<file path="src/rtl/core/bmh_pkg.sv">
package bmh_pkg;

   localparam int HEAP_DEPTH = 64;
   localparam int IDX_W      = $clog2(HEAP_DEPTH);
   localparam int CNT_W      = IDX_W + 1;
   localparam int KEY_W      = 32;

   typedef logic [IDX_W-1:0]        idx_type;
   typedef logic [CNT_W-1:0]        cnt_type;
   typedef logic signed [KEY_W-1:0] key_type;

   typedef enum logic [2:0] {
      KIND_APPEND   = 3'd0,
      KIND_BUILD    = 3'd1,
      KIND_INSERT   = 3'd2,
      KIND_DELETE   = 3'd3,
      KIND_INCREASE = 3'd4,
      KIND_DECREASE = 3'd5
   } kind_type;

   typedef enum logic [1:0] {
      STAT_OK    = 2'd0,
      STAT_FULL  = 2'd1,
      STAT_RANGE = 2'd2
   } status_type;

   typedef struct packed {
      kind_type kind;
      key_type  key_value;
      idx_type  position;
   } req_type;

   typedef struct packed {
      status_type status;
      cnt_type    heap_count;
      key_type    top_key;
      key_type    removed_key;
   } rsp_type;

endpackage

</file>
<file path="src/rtl/core/bmh_key_cmp.sv">
// Shared signed key comparator: less is set when a < b.
module bmh_key_cmp (
   input  bmh_pkg::key_type a,
   input  bmh_pkg::key_type b,
   output logic             less
);

   assign less = (a < b);

endmodule

</file>
<file path="src/rtl/core/bmh_sift_ctrl.sv">
// Heap store plus the sequencer that runs every operation through one
// comparator, one memory read and one memory write per cycle.
module bmh_sift_ctrl (
   input  logic              clock,
   input  logic              reset,
   input  logic              start,
   input  bmh_pkg::req_type  req,
   output logic              ready,
   input  logic              slot_free,
   output logic              done,
   output bmh_pkg::rsp_type  rsp
);

   typedef enum logic [14:0] {
      S_IDLE     = 15'b000000000000001,
      S_DEL_CAP  = 15'b000000000000010,
      S_DEL_LAST = 15'b000000000000100,
      S_LD_RD    = 15'b000000000001000,
      S_LD       = 15'b000000000010000,
      S_DN_L     = 15'b000000000100000,
      S_DN_R     = 15'b000000001000000,
      S_DN_SEL   = 15'b000000010000000,
      S_DN_DEC   = 15'b000000100000000,
      S_UP_RD    = 15'b000001000000000,
      S_UP_DEC   = 15'b000010000000000,
      S_NEXT     = 15'b000100000000000,
      S_ROOT_RD  = 15'b001000000000000,
      S_ROOT     = 15'b010000000000000,
      S_DONE     = 15'b100000000000000
   } state_type;

   state_type state_ff, state_in;

   bmh_pkg::key_type    heap_ram [bmh_pkg::HEAP_DEPTH];
   bmh_pkg::key_type    rd_data_ff;

   bmh_pkg::cnt_type    count_ff, count_in;
   bmh_pkg::kind_type   op_ff, op_in;
   bmh_pkg::idx_type    pos_ff, pos_in;
   bmh_pkg::idx_type    i_ff, i_in;
   bmh_pkg::idx_type    cidx_ff, cidx_in;
   bmh_pkg::idx_type    ld_addr_ff, ld_addr_in;
   logic                ld_up_ff, ld_up_in;
   logic                phase_ff, phase_in;
   logic                have_r_ff, have_r_in;
   bmh_pkg::key_type    k_ff, k_in;
   bmh_pkg::key_type    lval_ff, lval_in;
   bmh_pkg::key_type    cval_ff, cval_in;
   bmh_pkg::key_type    top_ff, top_in;
   bmh_pkg::key_type    removed_ff, removed_in;
   bmh_pkg::status_type status_ff, status_in;

   logic                mem_we;
   bmh_pkg::idx_type    mem_waddr;
   bmh_pkg::key_type    mem_wdata;
   bmh_pkg::idx_type    mem_raddr;

   bmh_pkg::key_type    cmp_a;
   bmh_pkg::key_type    cmp_b;
   logic                cmp_less;

   logic [bmh_pkg::CNT_W:0] left_w;
   logic [bmh_pkg::CNT_W:0] right_w;
   logic [bmh_pkg::CNT_W:0] count_w;
   bmh_pkg::idx_type        parent_idx;
   bmh_pkg::cnt_type        count_m1;
   bmh_pkg::cnt_type        count_m2;
   logic                    req_pos_ok;

   bmh_key_cmp u_cmp (
      .a    (cmp_a),
      .b    (cmp_b),
      .less (cmp_less)
   );

   assign left_w     = {1'b0, i_ff, 1'b1};
   assign right_w    = {1'b0, i_ff, 1'b0} + (bmh_pkg::CNT_W + 1)'(2);
   assign count_w    = {1'b0, count_ff};
   assign parent_idx = (i_ff - bmh_pkg::IDX_W'(1)) >> 1;
   assign count_m1   = count_ff - bmh_pkg::CNT_W'(1);
   assign count_m2   = count_ff - bmh_pkg::CNT_W'(2);
   assign req_pos_ok = ({1'b0, req.position} < count_ff);

   // comparator operand select
   always_comb begin
      case (state_ff)
         S_DN_SEL: begin
            cmp_a = rd_data_ff;
            cmp_b = lval_ff;
         end
         S_DN_DEC: begin
            cmp_a = cval_ff;
            cmp_b = k_ff;
         end
         default: begin
            cmp_a = k_ff;
            cmp_b = rd_data_ff;
         end
      endcase
   end

   always_comb begin
      state_in   = state_ff;
      count_in   = count_ff;
      op_in      = op_ff;
      pos_in     = pos_ff;
      i_in       = i_ff;
      cidx_in    = cidx_ff;
      ld_addr_in = ld_addr_ff;
      ld_up_in   = ld_up_ff;
      phase_in   = phase_ff;
      have_r_in  = have_r_ff;
      k_in       = k_ff;
      lval_in    = lval_ff;
      cval_in    = cval_ff;
      top_in     = top_ff;
      removed_in = removed_ff;
      status_in  = status_ff;
      mem_we     = 1'b0;
      mem_waddr  = i_ff;
      mem_wdata  = k_ff;
      mem_raddr  = '0;

      case (state_ff)
         S_IDLE: begin
            if (start) begin
               op_in      = req.kind;
               pos_in     = req.position;
               removed_in = '0;
               status_in  = bmh_pkg::STAT_OK;
               state_in   = S_ROOT_RD;
               case (req.kind)
                  bmh_pkg::KIND_APPEND, bmh_pkg::KIND_INSERT: begin
                     if (count_ff == bmh_pkg::CNT_W'(bmh_pkg::HEAP_DEPTH)) begin
                        status_in = bmh_pkg::STAT_FULL;
                     end else begin
                        count_in = count_ff + bmh_pkg::CNT_W'(1);
                        k_in     = req.key_value;
                        i_in     = count_ff[bmh_pkg::IDX_W-1:0];
                        if (req.kind == bmh_pkg::KIND_INSERT) begin
                           state_in = S_UP_RD;
                        end else begin
                           mem_we    = 1'b1;
                           mem_waddr = count_ff[bmh_pkg::IDX_W-1:0];
                           mem_wdata = req.key_value;
                        end
                     end
                  end
                  bmh_pkg::KIND_BUILD: begin
                     if (count_ff >= bmh_pkg::CNT_W'(2)) begin
                        ld_addr_in = count_m2[bmh_pkg::CNT_W-1:1];
                        ld_up_in   = 1'b0;
                        state_in   = S_LD_RD;
                     end
                  end
                  bmh_pkg::KIND_DELETE: begin
                     if (!req_pos_ok) begin
                        status_in = bmh_pkg::STAT_RANGE;
                     end else begin
                        mem_raddr = req.position;
                        state_in  = S_DEL_CAP;
                     end
                  end
                  bmh_pkg::KIND_INCREASE, bmh_pkg::KIND_DECREASE: begin
                     if (!req_pos_ok) begin
                        status_in = bmh_pkg::STAT_RANGE;
                     end else begin
                        k_in     = req.key_value;
                        i_in     = req.position;
                        state_in = (req.kind == bmh_pkg::KIND_INCREASE) ? S_DN_L : S_UP_RD;
                     end
                  end
                  default: begin
                     state_in = S_ROOT_RD;
                  end
               endcase
            end
         end
         S_DEL_CAP: begin
            removed_in = rd_data_ff;
            count_in   = count_m1;
            if ({1'b0, pos_ff} != count_m1) begin
               // pull the last key into the hole
               mem_raddr = count_m1[bmh_pkg::IDX_W-1:0];
               state_in  = S_DEL_LAST;
            end else begin
               state_in = S_ROOT_RD;
            end
         end
         S_DEL_LAST: begin
            k_in     = rd_data_ff;
            i_in     = pos_ff;
            phase_in = 1'b0;
            state_in = S_DN_L;
         end
         S_LD_RD: begin
            mem_raddr = ld_addr_ff;
            state_in  = S_LD;
         end
         S_LD: begin
            k_in     = rd_data_ff;
            i_in     = ld_addr_ff;
            state_in = ld_up_ff ? S_UP_RD : S_DN_L;
         end
         S_DN_L: begin
            if (left_w >= count_w) begin
               mem_we   = 1'b1;
               state_in = S_NEXT;
            end else begin
               mem_raddr = left_w[bmh_pkg::IDX_W-1:0];
               state_in  = S_DN_R;
            end
         end
         S_DN_R: begin
            lval_in = rd_data_ff;
            if (right_w < count_w) begin
               mem_raddr = right_w[bmh_pkg::IDX_W-1:0];
               have_r_in = 1'b1;
            end else begin
               have_r_in = 1'b0;
            end
            state_in = S_DN_SEL;
         end
         S_DN_SEL: begin
            // right child wins only when strictly smaller
            if (have_r_ff && cmp_less) begin
               cval_in = rd_data_ff;
               cidx_in = right_w[bmh_pkg::IDX_W-1:0];
            end else begin
               cval_in = lval_ff;
               cidx_in = left_w[bmh_pkg::IDX_W-1:0];
            end
            state_in = S_DN_DEC;
         end
         S_DN_DEC: begin
            mem_we = 1'b1;
            if (cmp_less) begin
               mem_wdata = cval_ff;
               i_in      = cidx_ff;
               state_in  = S_DN_L;
            end else begin
               state_in = S_NEXT;
            end
         end
         S_UP_RD: begin
            if (i_ff == '0) begin
               mem_we   = 1'b1;
               state_in = S_NEXT;
            end else begin
               mem_raddr = parent_idx;
               state_in  = S_UP_DEC;
            end
         end
         S_UP_DEC: begin
            mem_we = 1'b1;
            if (cmp_less) begin
               mem_wdata = rd_data_ff;
               i_in      = parent_idx;
               state_in  = S_UP_RD;
            end else begin
               state_in = S_NEXT;
            end
         end
         S_NEXT: begin
            state_in = S_ROOT_RD;
            if (op_ff == bmh_pkg::KIND_BUILD) begin
               if (ld_addr_ff != '0) begin
                  ld_addr_in = ld_addr_ff - bmh_pkg::IDX_W'(1);
                  ld_up_in   = 1'b0;
                  state_in   = S_LD_RD;
               end
            end else if (op_ff == bmh_pkg::KIND_DELETE && !phase_ff) begin
               // second pass of delete: sift up from the same slot
               phase_in   = 1'b1;
               ld_addr_in = pos_ff;
               ld_up_in   = 1'b1;
               state_in   = S_LD_RD;
            end
         end
         S_ROOT_RD: begin
            mem_raddr = '0;
            state_in  = S_ROOT;
         end
         S_ROOT: begin
            top_in   = (count_ff != '0) ? rd_data_ff : '0;
            state_in = S_DONE;
         end
         S_DONE: begin
            if (slot_free) begin
               state_in = S_IDLE;
            end
         end
         default: begin
            state_in = S_IDLE;
         end
      endcase
   end

   always_ff @(posedge clock) begin
      if (mem_we) begin
         heap_ram[mem_waddr] <= mem_wdata;
      end
      rd_data_ff <= heap_ram[mem_raddr];
   end

   always_ff @(posedge clock) begin
      if (reset) begin
         state_ff <= S_IDLE;
         count_ff <= '0;
      end else begin
         state_ff <= state_in;
         count_ff <= count_in;
      end
   end

   always_ff @(posedge clock) begin
      op_ff      <= op_in;
      pos_ff     <= pos_in;
      i_ff       <= i_in;
      cidx_ff    <= cidx_in;
      ld_addr_ff <= ld_addr_in;
      ld_up_ff   <= ld_up_in;
      phase_ff   <= phase_in;
      have_r_ff  <= have_r_in;
      k_ff       <= k_in;
      lval_ff    <= lval_in;
      cval_ff    <= cval_in;
      top_ff     <= top_in;
      removed_ff <= removed_in;
      status_ff  <= status_in;
   end

   assign ready           = (state_ff == S_IDLE);
   assign done            = (state_ff == S_DONE);
   assign rsp.status      = status_ff;
   assign rsp.heap_count  = count_ff;
   assign rsp.top_key     = top_ff;
   assign rsp.removed_key = removed_ff;

endmodule

</file>
<file path="src/rtl/core/binary_min_heap_engine.sv">
// Binary min-heap engine: holds up to 64 signed 32-bit keys in an on-chip
// store and runs one heap operation per request (append raw, build, insert,
// delete at slot, increase key, decrease key), answering every request with
// exactly one response carrying status, key count, root key and removed key.
// Requests are taken one at a time: req_tready stays low from acceptance
// until the response has moved into the output register. The cost is set by
// the heap store's one read and one write port and the one shared key
// comparator: a sift-down reads the left child, reads the right child,
// picks the smaller child, then compares it with the key and writes at each
// tree level it moves; a sift-up reads the parent, compares and writes at
// each level. Every request passes through acceptance, root readback and
// handoff to the output register, and a sifting request through one more
// step between sift and readback. Delete runs a sift-down and then a sift-up
// from the same slot; build runs one sift-down per parent, from the last
// parent back to the root.
// Keys in slots never written read as undefined, but no operation uses a key
// beyond the current count, so no clearing pass runs after reset.
module binary_min_heap_engine (
   input  logic        clock,
   input  logic        reset,

   input  logic        req_tvalid,
   output logic        req_tready,
   input  logic [39:0] req_tdata,   // [31:0] key_value, [37:32] position, [39:38] zero
   input  logic [2:0]  req_tuser,   // [2:0] kind

   output logic        rsp_tvalid,
   input  logic        rsp_tready,
   output logic [71:0] rsp_tdata,   // [6:0] heap_count, [38:7] top_key,
                                    // [70:39] removed_key, [71] zero
   output logic [1:0]  rsp_tuser    // [1:0] status
);

   bmh_pkg::req_type req;
   bmh_pkg::rsp_type core_rsp;
   bmh_pkg::rsp_type rsp_data_ff;
   logic             rsp_valid_ff, rsp_valid_in;
   logic             core_ready;
   logic             core_done;
   logic             slot_free;
   logic             start;

   // unpack the request
   assign req.kind      = bmh_pkg::kind_type'(req_tuser);
   assign req.key_value = req_tdata[31:0];
   assign req.position  = req_tdata[37:32];

   assign req_tready = core_ready;
   assign start      = req_tvalid && core_ready;

   // output slot frees up when empty or drained this cycle
   assign slot_free = !rsp_valid_ff || rsp_tready;

   bmh_sift_ctrl u_ctrl (
      .clock     (clock),
      .reset     (reset),
      .start     (start),
      .req       (req),
      .ready     (core_ready),
      .slot_free (slot_free),
      .done      (core_done),
      .rsp       (core_rsp)
   );

   always_comb begin
      rsp_valid_in = rsp_valid_ff;
      if (core_done && slot_free) begin
         rsp_valid_in = 1'b1;
      end else if (rsp_tready) begin
         rsp_valid_in = 1'b0;
      end
   end

   always_ff @(posedge clock) begin
      if (reset) begin
         rsp_valid_ff <= 1'b0;
      end else begin
         rsp_valid_ff <= rsp_valid_in;
      end
   end

   // hold the response until the sink takes it
   always_ff @(posedge clock) begin
      if (core_done && slot_free) begin
         rsp_data_ff <= core_rsp;
      end
   end

   assign rsp_tvalid = rsp_valid_ff;
   assign rsp_tuser  = rsp_data_ff.status;
   assign rsp_tdata  = {1'b0, rsp_data_ff.removed_key, rsp_data_ff.top_key,
                        rsp_data_ff.heap_count};

endmodule

</file>
<file path="config.mk">
export PLATFORM = sky130hd
export DESIGN_NAME = binary_min_heap_engine
export DESIGN_NICKNAME = d
export VERILOG_FILES = /design/src/rtl/core/bmh_pkg.sv /design/src/rtl/core/bmh_key_cmp.sv /design/src/rtl/core/bmh_sift_ctrl.sv /design/src/rtl/core/binary_min_heap_engine.sv
export SDC_FILE = /design/constraint.sdc
export NUM_CORES = 2
export LEC_CHECK = 0
export BUFFER_PORTS_ARGS = -buffer_cell sky130_fd_sc_hd__buf_2
export CAP_MARGIN = 20
export CORE_MARGIN = 1.5
export CORE_UTILIZATION = 68
export CTS_CLUSTER_DIAMETER = 150
export DETAILED_ROUTE_END_ITERATION = 10
export PLACE_DENSITY = 0.82
export SLEW_MARGIN = 15
export SYNTH_ARGS = -nofsm -noshare
export SYNTH_HDL_FRONTEND = slang
export SYNTH_SLANG_ARGS = --single-unit
</file>
<file path="constraint.sdc">
create_clock -name clock -period 9.7 [get_ports clock]
set_input_delay 0.97 -clock clock [delete_from_list [all_inputs] [get_ports clock]]
set_output_delay 0.97 -clock clock [all_outputs]
set_load 0.005 [all_outputs]
</file>
# Word level (Yosys, flattened, before mapping)

Memory sizes are Yosys's and may differ from the RTL's. A register that Yosys moved wholly into a read port is not among the register bits.
Cells that the tools add are included.

Equality and inequality tests: 39
$lt $le $gt $ge: 5
Add/subtract/negate cells: 6
Multiplexer cells: 92
Reductions and logical operators: 30

Operators with widths:

| cell                   | number |
|---|---|
| $mux W32               | 11 |
| $pmux W32 S2           | 5 |
| $pmux W15 S15          | 1 |
| $mux W6                | 23 |
| $pmux W32 S3           | 1 |
| $mux W13               | 6 |
| $mux W15               | 5 |
| $pmux W15 S4           | 1 |
| $mux W12               | 4 |
| $pmux W6 S6            | 1 |
| $lt A32 B32 Y1         | 1 |
| $pmux W6 S5            | 1 |
| $pmux W6 S2            | 2 |
| $mux W7                | 3 |
| $mux W10               | 2 |
| $mux W1                | 19 |
| $ne A2 B1 Y1 const B   | 8 |
| $eq A15 B1 Y1 const B  | 1 |
| $eq A15 B10 Y1 const B | 1 |
| $eq A15 B11 Y1 const B | 1 |
| $eq A15 B12 Y1 const B | 1 |
| $eq A15 B13 Y1 const B | 1 |
| $eq A15 B14 Y1 const B | 1 |
| $eq A15 B15 Y1 const B | 1 |
| other kinds (49)       | 71 |

Memory bits (writable): 2048
Output and inout bits: 76
Flip-flop bits (word level): 288
Input port bits: 47
Memories kept: 1

Memories:

| memory          | depth | width | read ports | clocked after Yosys merged registers in | wr ports | RTL line            | source |
|---|---|---|---|---|---|---|---|
| u_ctrl.heap_ram | 64    | 32    | 1          | 1                                       | 1        | bmh_sift_ctrl.sv:34 | `bmh_pkg::key_type heap_ram [bmh_pkg::HEAP_DEPTH];` |

# Longest topological paths before layout

Depth in word-level cells: 8
Mapped depth: 21

# By module

A second synthesis with hierarchy kept.

Cells, all modules: 7040
Area, all modules: 96612.7 um2

By module, submodules not included:

| module                 | cells an instance | area an instance (um2) | seq. area each (um2) | instances |
|---|---|---|---|---|
| bmh_sift_ctrl          | 6851              | 93558.5                | 68345.5              | 1 |
| binary_min_heap_engine | 81                | 2264.7                 | 2212.1               | 1 |
| bmh_key_cmp            | 108               | 789.5                  | 0.0                  | 1 |

# Worst setup path before layout

No wires, ideal clock.

Kind: register to register
Start: register u_ctrl.state_ff[2]
End: memory u_ctrl.heap_ram[0][0] (netlist name) (data pin)
Setup time: 430 ps
Setup slack: 3319 ps
Data required time: 9270 ps
Stages on the path, launching flop included: 21
Buffers on the path: 5
Data arrival time: 5952 ps
Clock period less this slack: 6381 ps
Path through: dfxtp_1 > or4_1 > buf_2 > nor4_4 > clkbuf_1 > clkbuf_1 > a22oi_1 > nand2_1 > ha_1 > a21o_1 > a21o_1 > a21o_1 > a21oi_1 > o21ai_0 > nor4bb_1 > a21oi_2 > a21oi_2 > nor2b_1 > clkbuf_1 > buf_2 > a211o_1

Longest elaborated chain between the ends: 5
Elaborated cells on any way between the ends: 12
Those cells by class: order compare (1); eq/ne (4); mux (6); reduce/logical (1)

Ends and longest elaborated chain:

| item                                                  | RTL line                                   | source |
|---|---|---|
| start, declared                                       | bmh_sift_ctrl.sv:32                        | `state_type state_ff, state_in;` |
| start signal, assigned                                | bmh_sift_ctrl.sv:311                       | `state_ff <= state_in;` |
| $eq A15 B9 Y1 / $eq A15 B8 Y1 (equally long branches) | bmh_sift_ctrl.sv:86, bmh_sift_ctrl.sv:124  |  |
| $pmux W32 S2                                          | bmh_sift_ctrl.sv:86                        | `case (state_ff)` |
| $lt A32 B32 Y1                                        | bmh_key_cmp.sv:8                           | `assign less = (a < b);` |
| $mux W32, on equally long branches                    | bmh_sift_ctrl.sv:256, bmh_sift_ctrl.sv:237 |  |
| $pmux W32 S3 *                                        | bmh_sift_ctrl.sv:124                       | `case (state_ff)` |
| named net u_ctrl.mem_wdata[0]                         | bmh_sift_ctrl.sv:55                        | `bmh_pkg::key_type mem_wdata;` |
| end, declared                                         | bmh_sift_ctrl.sv:34                        |  |

Mark *: on every way through the listed nets, which the timed path passes. The rest lies on a longest branch.

# Final worst setup path

Start: register u_ctrl.i_ff[1]
End: register u_ctrl.rd_data_ff[17], read port of u_ctrl.heap_ram

Longest elaborated chain between the ends: 4
Elaborated cells on any way between the ends: 9
Those cells by class: add/sub (2); order compare (2); mux (4); reduce/logical (1)

Ends and longest elaborated chain:

| item                   | RTL line             | source |
|---|---|---|
| start, declared        | bmh_sift_ctrl.sv:40  | `bmh_pkg::idx_type i_ff, i_in;` |
| start signal, assigned | bmh_sift_ctrl.sv:319 | `i_ff <= i_in;` |
| $add A7 B2 Y8          | bmh_sift_ctrl.sv:77  | `assign right_w = {1'b0, i_ff, 1'b0} + (bmh_pkg::CNT_W + 1)'(2);` |
| $lt A8 B7 Y1           | bmh_sift_ctrl.sv:216 | `if (right_w < count_w) begin` |
| $mux W6                | bmh_sift_ctrl.sv:216 |  |
| $pmux W6 S6 *          | bmh_sift_ctrl.sv:124 |  |
| end, declared          | bmh_sift_ctrl.sv:35  | `bmh_pkg::key_type rd_data_ff;` |

Every way passes the cells marked *; elsewhere a longest branch is shown, timed or not.
A chain may end at the register's enable or synchronous reset.

==> impl_metrics.csv <==
group,metric,value,unit
yosys,synth_nets,7193,
yosys,synth-seq-cells,2368,
timing,rsz0062_at_grt,"no",
timing,finalHoldViolCount,0,
cells_and_area,syn_to_final_growth,10.4,%
setup_path,worst-r2r-setup-slack,2630,ps
timing,fmax,141,MHz
routing,drt_iter0_markers,12300,
setup_path,start_kind,"flip-flop",
power_and_ir_drop,leakagePower,0.0357,uW
setup_path,cp.arrival,7800,ps
clock_tree,postCtsHoldBufs,0,
routing,top_layer_used,"met5",
yosys,netlist.area_leader.share,71.1,%
clock_tree,clk_pin_slew,70,ps
cells_and_area,finalInstanceArea,108000,um2
routing,drt-pass1-iter-count,7,
floorplanning,fp.dieH,382,um
timing,finalSetupViolCount,0,
routing,ant_nets,0,
timing,slew_viol_final,0,
yosys,avgSynthCellArea,13.8,um2
place,detailed_place_hpwl,161,mm
clock_tree,htreeDepth,4,
routing,wl_per_cell,31.6,um
setup_path,critPathRequiredTime,10430,ps
yosys,ys_warn_count,0,
hold_path,holdPathEnd,"u_ctrl.op_ff[2]",
clock_tree,root_buffer,"clkbuf_16",
cells_and_area,final_core_util,75.9,%
global_route,grt_max_degree,147,
timing,setup_tns,0,ps
yosys,yosys-top-cells-area,"edfxtp_1 (71%), nand2_1 (5.0%), mux2i_1 (2.3%)",
routing,wl_met2,127,mm
power_and_ir_drop,p_total,24800,uW
routing,vias_per_cell,7.20,
power_and_ir_drop,power_density,230,nW/um2
yosys,ys_async_sr_fraction,0,%
clock_tree,clockBufferDepth,3,
yosys,synthCells,7089,
hold_path,hold_class,"input port to flip-flop",
setup_path,critPathKind,"flip-flop to flip-flop",
timing,skew,33.3,ps
status,outcome,"finished, final reports clean",
clock_tree,numCtsBuffers,219,
place,pre_cts_ws,2980,ps
routing,drc,0,
timing,fin_crit_sh,72.9,%
setup_path,crit_path_max_fanout,23,
clock_tree,cts.sinks,2368,
hold_path,worstHoldPathCells,1,
routing,wl_met3,49.0,mm
timing,setup_ws,2630,ps
global_route,grt_pass1_vias,63700,
power_and_ir_drop,peakVddDrop,198,uV
global_route,grt.total_usage,39.7,%
setup_path,reg2regPathDepth,14,
yosys,synth_edf_count,2313,
routing,met1_length,96.1,mm
clock_tree,cts_resized,0,
cells_and_area,fill_cells,7848,
yosys,synth_area,97600,um2
hold_path,hp-start,"req_tuser[2]",
routing,vias,66700,
floorplanning,pin_count,123,
global_route,overflow,0,
flow_run,cap_violations,0,
place,gp_congestion,0.966,
yosys,synth_seq_area_share,72.3,%
place,port_buffers,119,
global_route,antenna_found_initial,16,
floorplanning,rows,138,
place,placed_cell_area,101000,um2
yosys,ys_types,92,
floorplanning,die_w,382,um
cells_and_area,layout-drive-gt1-share,12.8,%
global_route,grt_pass1_wl,419,mm
clock_tree,post_cts_buffers,0,
timing,worst_pin_slew,1280,ps
cells_and_area,layout_commonest_cell,"edfxtp_1",
routing,wl,293,mm
setup_path,rr_endpoint,"u_ctrl.rd_data_ff[17]",
setup_path,cp-end-kind,"flip-flop",
cells_and_area,mostFrequentLayoutCells,"edfxtp_1 (2313), nand2_1 (1302), nor2_1 (376), nand3_1 (351), o21ai_0 (229)",
timing,period_minus_slack,7070,ps
yosys,ys.flop_type,"edfxtp_1",
floorplanning,start_util,68.8,%
clock_tree,cts_tree,"done",
floorplanning,dieArea,146000,um2
yosys,yosys.area.top_type,"edfxtp_1",
setup_path,r2r-start,"u_ctrl.i_ff[1]",
floorplanning,core,142000,um2
timing,relSlewSlack,14.0,%
cells_and_area,nNetsFinal,7283,
clock_tree,clk_latency,870,ps
## state kept, by name (all words and copies together) (netlist names), 2 cells and up
| register | flops |
|---|---|
| u_ctrl.cidx_ff | 6 |
| u_ctrl.rd_data_ff | 32 |
| u_ctrl.k_ff | 32 |
| u_ctrl.removed_ff | 32 |
| u_ctrl.op_ff | 3 |
| u_ctrl.ld_addr_ff | 6 |
| u_ctrl.status_ff | 2 |
| rsp_tdata | 71 |
| u_ctrl.count_ff | 7 |
| rsp_tuser | 2 |
| u_ctrl.lval_ff | 32 |
| u_ctrl.heap_ram | 2048 |
| u_ctrl.pos_ff | 6 |
| u_ctrl.i_ff | 6 |
| u_ctrl.top_ff | 32 |
| u_ctrl.state_ff | 15 |
| u_ctrl.cval_ff | 32 |
## cell type report
cell class	count	area, um2	area share (%)
Antenna cell	6	15.0	0.0139
Clock inverter	131	1020	0.950
Tap cell	1890	2360	2.19
Timing Repair Buffer	317	2300	2.13
Inverter	22	82.6	0.0766
Sequential cell	2368	70600	65.5
Multi-Input combinational cell	4251	25600	23.7
Clock buffer	282	5850	5.43
## cell usage after synthesis, types with 9 or more instances
| master | number |
|---|---|
| edfxtp_1 | 2313 |
| nand2_1 | 1305 |
| nor2_1 | 447 |
| nand3_1 | 352 |
| o21ai_0 | 229 |
| mux2i_1 | 221 |
| clkbuf_1 | 213 |
| a21oi_1 | 180 |
| mux2_2 | 160 |
| a31oi_1 | 143 |
| buf_2 | 138 |
| and3_1 | 118 |
| a22oi_1 | 111 |
| nand4_1 | 107 |
| nor3_1 | 92 |
| a221oi_1 | 61 |
| ha_1 | 57 |
| dfxtp_1 | 55 |
| nor2b_1 | 48 |
| o211ai_1 | 48 |
| a311oi_1 | 47 |
| a2111oi_0 | 46 |
| and2_1 | 43 |
| a211oi_1 | 38 |
| buf_4 | 36 |
| buf_1 | 34 |
| a211o_1 | 33 |
| a22o_1 | 32 |
| mux2_1 | 32 |
| xnor2_1 | 27 |
| buf_6 | 26 |
| o22ai_1 | 23 |
| inv_1 | 22 |
| o21a_1 | 22 |
| nand2b_1 | 16 |
| o21ai_1 | 16 |
| a221o_1 | 15 |
| a21o_1 | 12 |
| a32oi_1 | 10 |
| o221ai_1 | 10 |
| or3_1 | 9 |
| or4_1 | 9 |
## routing by layer
layer  global-route usage (%)  up-vias
li1                         -    27100
met1                     52.5    32000
met2                     57.8     6455
met3                     13.0     1145
met4                     24.2       10
met5                        0        -
## critical path: stages (launching register included)
cell and delay, ps:
edfxtp_1 710, ha_1 400, nand3_1 270, xnor2_1 220
ha_1 290, o211ai_1 100, a21oi_1 570, nor4b_1 160
a2111oi_0 710, nand2_1 800, nor2_4 1080, o21ai_0 280
a21oi_1 430, or3_1 520, o21a_1 380
## worst max-delay path by stage
stage	startpoint	slack [ps]	depth (start not counted)	end
final	u_ctrl.i_ff[1]	2630	14	u_ctrl.rd_data_ff[17]
after global routing	u_ctrl.state_ff[2]	2470	20	u_ctrl.heap_ram[29][26]
after CTS	u_ctrl.state_ff[2]	2960	19	u_ctrl.heap_ram[29][26]
after detailed placement	u_ctrl.state_ff[2]	2980	19	u_ctrl.heap_ram[14][26]
after global placement	u_ctrl.state_ff[2]	3060	20	u_ctrl.heap_ram[0][26]
after floorplan	u_ctrl.state_ff[2]	3320	20	u_ctrl.heap_ram[0][0]
## report_power, final
part | internal [uW] | switching [uW] | leakage [uW]
Sequential | 12800 | 182 | 0.0214
Combinational | 614 | 2850 | 0.0110
Clock | 4560 | 3750 | 0.00335
## cells by family after synthesis
family / count (synthesis) / synth area share (%)
AO/OA/AOI/OAI: 1132 / 7.91
XOR/XNOR: 36 / 0.351
adder cells (fa/ha/maj): 57 / 0.731
buffers and inverters: 470 / 2.33
flip-flops: 2368 / 72.3
multiplexers: 413 / 4.48
other: 1 / 0.00384
AND/OR/NAND/NOR: 2612 / 11.9
## stage by stage
| stage | hold slack, ps | instances |
|---|---|---|
| 2_1_floorplan | 400 | 7089 |
| 3_3_place_gp | 400 | 8841 |
| 3_5_place_dp | 405 | 8843 |
| 4_1_cts | 366 | 9256 |
| 5_1_grt | 396 | 9261 |
| 6_report | 407 | 9267 |
Power figures use the tool's default switching activity.
